===== config.mk =====
export PLATFORM = sky130hd
export DESIGN_NAME = text_whitespace_lint_top
export DESIGN_NICKNAME = d
export VERILOG_FILES = /design/src/design/twl_pkg.sv /design/src/design/text_whitespace_lint_top.sv /design/src/design/twl_step.sv
export SDC_FILE = /design/constraint.sdc
export NUM_CORES = 1
export LEC_CHECK = 0
export BUFFER_PORTS_ARGS = -buffer_cell sky130_fd_sc_hd__buf_2
export CORE_AREA = 2 2 79 81
export DETAILED_ROUTE_END_ITERATION = 8
export DIE_AREA = 0 0 81 83
export GPL_TIMING_DRIVEN = 0
export PLACE_DENSITY_LB_ADDON = 0.08
export RECOVER_POWER = 100
export SLEW_MARGIN = 20
export SYNTH_ARGS = -nofsm -noshare
export SYNTH_HDL_FRONTEND = slang
export SYNTH_HIERARCHICAL = 1
export SYNTH_SLANG_ARGS = --single-unit

===== constraint.sdc =====
create_clock -name i_clk -period 2.02 [get_ports i_clk]
set_input_delay 0.101 -clock i_clk [delete_from_list [all_inputs] [get_ports i_clk]]
set_output_delay 0.101 -clock i_clk [all_outputs]
set_load 0.1 [all_outputs]

===== src/design/twl_pkg.sv =====
// Shared types, byte codes and helper functions for the text whitespace lint block.
// No dependencies; imported by every module of the block.
package twl_pkg;

    localparam logic [7:0] BYTE_TAB   = 8'h09;
    localparam logic [7:0] BYTE_LF    = 8'h0A;
    localparam logic [7:0] BYTE_VT    = 8'h0B;
    localparam logic [7:0] BYTE_FF    = 8'h0C;
    localparam logic [7:0] BYTE_CR    = 8'h0D;
    localparam logic [7:0] BYTE_SPACE = 8'h20;
    localparam logic [7:0] BYTE_TILDE = 8'h7E;

    // Sticky flags collected over one file.
    typedef struct packed {
        logic invalid;
        logic crlf;
        logic trailing;
        logic unusual;
        logic tabs;
    } t_flags;

    // Held context between words of one file.
    typedef struct packed {
        logic [7:0] prev_byte;
        logic [7:0] prev2_byte;
        t_flags     flags;
    } t_state;

    // One result word; the first member sits in the highest bit.
    typedef struct packed {
        logic can_be_fixed;
        logic has_invalid_bytes;
        logic missing_final_lf;
        logic has_crlf;
        logic has_trailing_space;
        logic has_unusual_space;
        logic has_tabs;
    } t_result;

    function automatic logic is_white(input logic [7:0] b);
        is_white = (b == BYTE_SPACE) || (b == BYTE_TAB) || (b == BYTE_LF) ||
                   (b == BYTE_VT) || (b == BYTE_FF) || (b == BYTE_CR);
    endfunction

endpackage


===== src/design/text_whitespace_lint_top.sv =====
// Top level of the text whitespace lint block: input register, held context,
// result register. Depends on twl_pkg and twl_step.
//
//  Channel     | Direction | Carries
//  s_axis      | in        | tdata[7:0] text_byte, tlast end_of_file
//  m_axis      | out       | tdata[6:0] seven flags, one word per file
//
// One byte is taken per cycle unless a final byte waits for a free result register.
// A byte passes the input register and is classified there; a file's result is
// registered as its final byte is taken. The single context register sets that rate.
// Reset (synchronous, active low) empties both registers and clears the context.
// A stalled result only holds back a final byte; other bytes keep flowing.
module text_whitespace_lint_top
    import twl_pkg::*;
(
    input  logic       i_clk,
    input  logic       i_rst_n,
    input  logic       i_s_axis_tvalid,
    output logic       o_s_axis_tready,
    input  logic [7:0] i_s_axis_tdata,   // [7:0] text_byte
    input  logic       i_s_axis_tlast,   // end_of_file
    output logic       o_m_axis_tvalid,
    input  logic       i_m_axis_tready,
    output logic [7:0] o_m_axis_tdata    // [0] has_tabs, [1] has_unusual_space,
                                         // [2] has_trailing_space, [3] has_crlf,
                                         // [4] missing_final_lf, [5] has_invalid_bytes,
                                         // [6] can_be_fixed, [7] zero
);

    logic       r_in_valid;
    logic [7:0] r_in_byte;
    logic       r_in_last;
    t_state     r_state;
    t_state     n_state;
    t_result    n_result;
    t_result    r_result;
    logic       r_out_valid;
    logic       out_free;
    logic       in_take;
    logic       s_accept;

    twl_step u_step (
        .i_byte   (r_in_byte),
        .i_last   (r_in_last),
        .i_state  (r_state),
        .o_state  (n_state),
        .o_result (n_result)
    );

    assign out_free        = !r_out_valid || i_m_axis_tready;
    // Only a final byte needs room in the result register.
    assign in_take         = r_in_valid && (!r_in_last || out_free);
    assign o_s_axis_tready = !r_in_valid || in_take;
    assign s_accept        = i_s_axis_tvalid && o_s_axis_tready;

    always_ff @(posedge i_clk) begin
        if (!i_rst_n) begin
            r_in_valid <= 1'b0;
        end else if (o_s_axis_tready) begin
            r_in_valid <= i_s_axis_tvalid;
        end
    end

    always_ff @(posedge i_clk) begin
        if (s_accept) begin
            r_in_byte <= i_s_axis_tdata;
            r_in_last <= i_s_axis_tlast;
        end
    end

    always_ff @(posedge i_clk) begin
        if (!i_rst_n) begin
            r_state <= '0;
        end else if (in_take) begin
            r_state <= n_state;
        end
    end

    always_ff @(posedge i_clk) begin
        if (!i_rst_n) begin
            r_out_valid <= 1'b0;
        end else if (out_free) begin
            r_out_valid <= in_take && r_in_last;
        end
    end

    always_ff @(posedge i_clk) begin
        if (out_free && in_take && r_in_last) begin
            r_result <= n_result;
        end
    end

    assign o_m_axis_tvalid = r_out_valid;
    assign o_m_axis_tdata  = {1'b0, r_result};

    // A result word only appears after a final byte was classified.
    a_out_from_last: assert property (@(posedge i_clk) disable iff (!i_rst_n)
        $rose(r_out_valid) |-> $past(in_take && r_in_last))
        else $error("result word without a final byte");

    // The context is clear once a file has ended.
    a_ctx_cleared: assert property (@(posedge i_clk) disable iff (!i_rst_n)
        $past(in_take && r_in_last) |-> (r_state == '0))
        else $error("context not cleared after end of file");

    // Line feeds are never held as context.
    a_no_lf_held: assert property (@(posedge i_clk) disable iff (!i_rst_n)
        (r_state.prev_byte != BYTE_LF) && (r_state.prev2_byte != BYTE_LF))
        else $error("line feed held in context");

    // A file with invalid bytes is never marked as fixable.
    a_fix_excl: assert property (@(posedge i_clk) disable iff (!i_rst_n)
        r_out_valid |-> !(r_result.can_be_fixed && r_result.has_invalid_bytes))
        else $error("fixable file with invalid bytes");

endmodule


===== src/design/twl_step.sv =====
// Per-byte classification: next held context and the result flags for one byte.
// Depends on twl_pkg.
module twl_step
    import twl_pkg::*;
(
    input  logic [7:0] i_byte,
    input  logic       i_last,
    input  t_state     i_state,
    output t_state     o_state,
    output t_result    o_result
);

    logic [7:0] pen;
    logic [7:0] line_end;
    logic       is_ctrl;
    t_flags     f;
    t_state     next_st;

    always_comb begin
        pen      = i_state.prev_byte;
        line_end = pen;
        f        = i_state.flags;
        is_ctrl  = (i_byte < BYTE_SPACE) || (i_byte > BYTE_TILDE);
        next_st.prev_byte = i_byte;

        if ((pen == BYTE_CR) && (i_byte != BYTE_LF)) begin
            f.unusual = 1'b1;
        end

        if (is_ctrl) begin
            if (i_byte == BYTE_LF) begin
                // For a CR-LF ending the byte before the CR ends the line.
                if (pen == BYTE_CR) begin
                    f.crlf   = 1'b1;
                    line_end = i_state.prev2_byte;
                    pen      = 8'h00;
                end
                if (is_white(line_end)) begin
                    f.trailing = 1'b1;
                end
                next_st.prev_byte = 8'h00;
            end else if (i_byte == BYTE_TAB) begin
                f.tabs = 1'b1;
            end else if ((i_byte == BYTE_VT) || (i_byte == BYTE_FF)) begin
                f.unusual = 1'b1;
            end else if (i_byte == BYTE_CR) begin
                if (i_last) begin
                    f.unusual = 1'b1;
                end
            end else begin
                f.invalid = 1'b1;
            end
        end

        next_st.prev2_byte = pen;
        next_st.flags      = f;

        o_result.has_tabs           = f.tabs;
        o_result.has_unusual_space  = f.unusual;
        o_result.has_trailing_space = f.trailing;
        o_result.has_crlf           = f.crlf;
        o_result.missing_final_lf   = (i_byte != BYTE_LF);
        o_result.has_invalid_bytes  = f.invalid;
        o_result.can_be_fixed       = !f.invalid &&
            (f.tabs || f.unusual || f.trailing || f.crlf || (i_byte != BYTE_LF));

        // The context clears after the final byte of a file.
        o_state = i_last ? '0 : next_st;
    end

endmodule


---- Yosys cells after proc, flatten, opt, wreduce, memory -nomap -nowiden ----
Cells that the tools add are included.
Widths: inputs -> output; s select.
cells by class
  order comparisons ....................... 2
  equal/unequal tests ..................... 13
  mux-type cells .......................... 24
  reductions and logical operators ........ 25
operators by type and width
  cell                count
  $eq 8x4->1 const B  11
  $mux 8              8
  $mux 21             1
  $logic_or 1x1->1    14
  $mux 1              12
  $eq 8x6->1 const B  1
  $gt 8x7->1 const B  1
  $lt 8x6->1 const B  1
  $ne 8x4->1 const B  1
  $logic_and 1x1->1   7
  $mux 5              1
  $logic_not 1->1     4
  $mux 2              2
storage, ports and cells
  bits in registers ....................... 39
  bits of input ports ..................... 13
  output and inout port bits .............. 10
  word-level logic and storage cells ...... 82

---- Logic depth before layout (Yosys ltp) ----
  depth after elaboration ................. 18
  mapped depth ............................ 7
  gate-level depth less buffers ........... 7

---- By module ----
Netlist, hierarchy kept.
modules (own cells, without submodules)
  module                    times used  cells each  area an instance (sq um)
  text_whitespace_lint_top  1           120         1448.9
  twl_step                  1           81          536.8

---- Least setup slack after synthesis ----
OpenSTA, ideal clock, no wires.
  path kind ............................... reg-to-reg
  from .................................... reg r_out_valid, in the netlist o_m_axis_tvalid
  to ...................................... reg r_in_byte[0] (enable)
  arrival time ............................ 2.363 ns
  data required time ...................... 1.735 ns
  path slack .............................. -0.627 ns
  stages on the path, launching flop included .. 4
  cell sequence ........................... dfxtp_1 nor2b_4 nand2_1 and2_1
between the ends
  cells in the longest elaborated chain, start to end .. 6
ends and longest elaborated chain
  what                       line                            source
  start: declaration         text_whitespace_lint_top.sv:37  logic r_out_valid;
  start signal: assignment   text_whitespace_lint_top.sv:83  r_out_valid <= in_take && r_in_last;
  $logic_not 1->1            text_whitespace_lint_top.sv:50  assign out_free = !r_out_valid || i_m_axis_tready;
  $logic_or 1x1->1           text_whitespace_lint_top.sv:50
  $logic_or 1x1->1           text_whitespace_lint_top.sv:52  assign in_take = r_in_valid && (!r_in_last || out_free);
  $logic_and 1x1->1          text_whitespace_lint_top.sv:52
  $logic_or 1x1->1           text_whitespace_lint_top.sv:53  assign o_s_axis_tready = !r_in_valid || in_take;
  named net o_s_axis_tready  text_whitespace_lint_top.sv:19  output logic o_s_axis_tready,
  $logic_and 1x1->1          text_whitespace_lint_top.sv:54  assign s_accept = i_s_axis_tvalid && o_s_axis_tready;
  named net s_accept         text_whitespace_lint_top.sv:40  logic s_accept;
  end signal: assignment     text_whitespace_lint_top.sv:66  r_in_byte <= i_s_axis_tdata;
  end: declaration           text_whitespace_lint_top.sv:31  logic [7:0] r_in_byte;
The timed path passes the listed nets, and every way through them passes these cells.
A chain may end at the register's enable or synchronous reset.

==> impl_metrics.env <==
export IMPL_status="complete, no violations"
export IMPL_total_power_uw=1600
export IMPL_totalWireLength_mm=4.43
export IMPL_yosysWarnings=6
export IMPL_critPathLaunchType="flop"
export IMPL_dpl_hpwl_mm=3.08
export IMPL_rsz0062_at_grt="no"
export IMPL_drive_gt1_share_pct=16.3
export IMPL_cap_violations=0
export IMPL_fin_setup_tns_ns=0
export IMPL_worstPathArrival_ns=2.07
export IMPL_muxShareOfSynthArea_pct=11.1
export IMPL_rrSetupSlack_ns=0.17
export IMPL_holdCritPathClass="in2reg"
export IMPL_io_buffers=20
export IMPL_ir_drop_v=0.000397
export IMPL_fin_crit_ns=1.85
export IMPL_synthesis_area_um2=1990
export IMPL_yosysTopAreaCell="edfxtp_1"
export IMPL_vias_per_cell=4.79
export IMPL_num_rows=28
export IMPL_dieHeight_um=83
export IMPL_cts_max_level=2
export IMPL_timing_rr_start="r_in_byte[4]$_DFFE_PP_"
export IMPL_placedCellCount=296
export IMPL_clk_insertion_delay_late_ns=0.28
export IMPL_worstSetupEndpointType="flop"
export IMPL_setup_ws_ns=0.172
export IMPL_synth_compound_area_share_pct=8.82
export IMPL_initial_utilization_pct=34.1
export IMPL_powerDensity_nw_per_um2=674
export IMPL_fin_crit_sh_pct=91.5
export IMPL_dieArea_um2=6720
export IMPL_grt_max_degree=12
export IMPL_p_leak_uw=0.000873
export IMPL_first_pass_iters=4
export IMPL_ctsLongestPathBuffers=2
export IMPL_ios=23
export IMPL_synthToLayoutAreaGrowth_pct=19.3
export IMPL_synth_xor_area_share_pct=0
export IMPL_instances_no_fill=314
export IMPL_cts_tree="built"
export IMPL_synthAdderAreaFrac_pct=0
export IMPL_worstHoldStart="i_s_axis_tvalid"
export IMPL_synth_net_count=214
export IMPL_yosysUniqueCellTypes=46
export IMPL_cts_buffers=5
export IMPL_clk_pin_slew_worst_paths_ns=0.08
export IMPL_place_congestion=0.759
export IMPL_critical_path_class="reg2reg"
export IMPL_setup_viol=0
export IMPL_drt_iter0_drc=52
export IMPL_avgSynthCellArea_um2=9.88
export IMPL_grt_overflow=0
export IMPL_synth_edf_count=16
export IMPL_fin_nets=251
export IMPL_hold_viol=0
export IMPL_netlist_area_leader_share_pct=24.2
export IMPL_grt_util_all_layers_pct=14.3
export IMPL_fmax_mhz=541
export IMPL_startpoint="r_in_byte[4]$_DFFE_PP_"
export IMPL_cp_max_fo=8
export IMPL_ys_flop_type="dfxtp_1"
export IMPL_diodes=0
export IMPL_ys_seq_area_share_pct=47.4
export IMPL_ys_ff_latch=39
export IMPL_synth_area_leaders="edfxtp_1 (24%), dfxtp_1 (23%), mux2i_1 (11%), nand2_1 (9.3%), nor2b_1 (4.1%)"
export IMPL_slew_headroom_pct=22.3
export IMPL_yosys_area_share_simple_pct=28.0
export IMPL_clock_sinks=39
export IMPL_pre_cts_slack_ns=0.0350
export IMPL_synth_cells=201
export IMPL_ys_async_sr_fraction_pct=0
export IMPL_crit_required_ns=2.24
export IMPL_synth_top_family_by_area="simple AND/OR/NAND/NOR gates"
export IMPL_clock_skew_ns=0.00472
export IMPL_antenna_found_initial=0
export IMPL_fillers=631
export IMPL_slew_violations=0
export IMPL_drt_antenna_violating_nets=0
export IMPL_num_vias=1503
export IMPL_hold_ws_ns=0.0567
export IMPL_routedWlPerCell_um=14.1
export IMPL_fp_dieW_um=81
export IMPL_grt_pass1_wl_mm=7.47
export IMPL_grt_pass1_vias=1534
export IMPL_core_area_um2=5820
export IMPL_drc_errors=0
export IMPL_worst_slew_pin_slew_ns=1.17
export IMPL_cts_root_buf="clkbuf_8"
[area by class of cell]
type | count | area (um^2) | share of cell area (%)
Timing Repair Buffer | 30 | 188 | 7.92
Tap cell | 75 | 93.8 | 3.96
Buffer | 10 | 70.1 | 2.96
Sequential cell | 39 | 942 | 39.8
Inverter | 5 | 18.8 | 0.792
Multi-Input combinational cell | 147 | 967 | 40.8
Clock inverter | 1 | 3.75 | 0.158
Clock buffer | 7 | 86.3 | 3.64
[what timing repair did]
item,in CTS,in global routing
hold buffers,9,0
setup buffers,0,1
gates resized for setup,0,3
setup endpoints to repair,0,5
endpoints found under the hold margin,9,0
[sequential cells by signal, indices dropped and copies added (netlist names)]
name and flops:
r_in_byte 8, o_m_axis_tdata 7, r_in_valid 1, o_m_axis_tvalid 1
r_in_last 1, r_state 21
[cells in the mapped netlist (all sizes together) (3+ instances only)]
| library cell | number |
|---|---|
| edfxtp | 16 |
| nand4 | 3 |
| o21ai | 5 |
| nand2 | 49 |
| nor2 | 10 |
| mux2i | 22 |
| clkbuf | 4 |
| dfxtp | 23 |
| nor3 | 4 |
| and2 | 5 |
| inv | 5 |
| a21boi | 3 |
| buf | 6 |
| a21oi | 4 |
| nor2b | 14 |
[worst paths after layout]
| kind | to | cells after the start |
|---|---|---|
| max | r_state[2]$_SDFFE_PN0N_ | 8 |
| min | r_in_valid$_SDFFE_PN0P_ | 3 |
| max reg2reg | r_state[2]$_SDFFE_PN0N_ | 8 |
| min reg2reg | r_state[9]$_SDFFE_PN0N_ | 2 |
[cells by family (layout without fill, tap and decap cells)]
| group | count (synthesis) | in the layout |
|---|---|---|
| compound gates | 23 | 23 |
| buf+inv | 15 | 53 |
| flops | 39 | 39 |
| mux | 22 | 22 |
| other cells | 1 | 1 |
| simple gates | 101 | 101 |
[per-stage QoR]
step | util (%) | area, um^2
after global placement | 37.5 | 2180
after global routing | 40.7 | 2370
final | 40.7 | 2370
after floorplan | - | 1990
after CTS | 40.6 | 2360
after detailed placement | 37.5 | 2180
[critical path, stage by stage (launching register included)]
cell and delay (ns):
edfxtp_1 0.45, nor4_4 0.28, buf_4 0.18, nand4_4 0.18, nor4b_4 0.33, o21bai_1 0.10, o41ai_2 0.05, nand2_1 0.08
mux2i_1 0.12
[cells in the final DEF, fill, tap and decap left out, types with 2 or more instances in the layout]
| master | synthesis | routed |
|---|---|---|
| o21ai_0 | 3 | 4 |
| edfxtp_1 | 16 | 16 |
| nor3_1 | 4 | 4 |
| clkbuf_8 | 0 | 6 |
| and2_0 | 0 | 3 |
| nand4_1 | 2 | 2 |
| mux2i_1 | 22 | 22 |
| buf_4 | 2 | 3 |
| nor2_1 | 10 | 9 |
| nor3b_1 | 2 | 2 |
| nand2_1 | 49 | 48 |
| clkbuf_1 | 4 | 13 |
| nor4_4 | 2 | 2 |
| buf_2 | 2 | 13 |
| buf_8 | 2 | 2 |
| dfxtp_1 | 23 | 22 |
| a21oi_1 | 4 | 4 |
| and3b_1 | 2 | 2 |
| a31oi_1 | 2 | 2 |
| nor2b_1 | 13 | 13 |
| and2_1 | 5 | 2 |
| dlygate4sd3_1 | 0 | 9 |
| inv_1 | 5 | 5 |
[where the power goes]
| part | internal, uW | switching, uW | total, uW | leakage, uW |
|---|---|---|---|---|
| Sequential | 843 | 27.3 | 870 | 0.000337 |
| Clock | 274 | 267 | 541 | 0.0000459 |
| Combinational | 71.2 | 115 | 186 | 0.000490 |
| Total | 1190 | 409 | 1600 | 0.000873 |
[per-layer routing]
metal | part of all wire [%] | global-route usage (%)
met4 | 0.99 | 4.16
met1 | 49 | 18.9
met5 | 0 | 0
met3 | 3.7 | 2.93
met2 | 47 | 23.1
(Power assumes the default switching activity.)
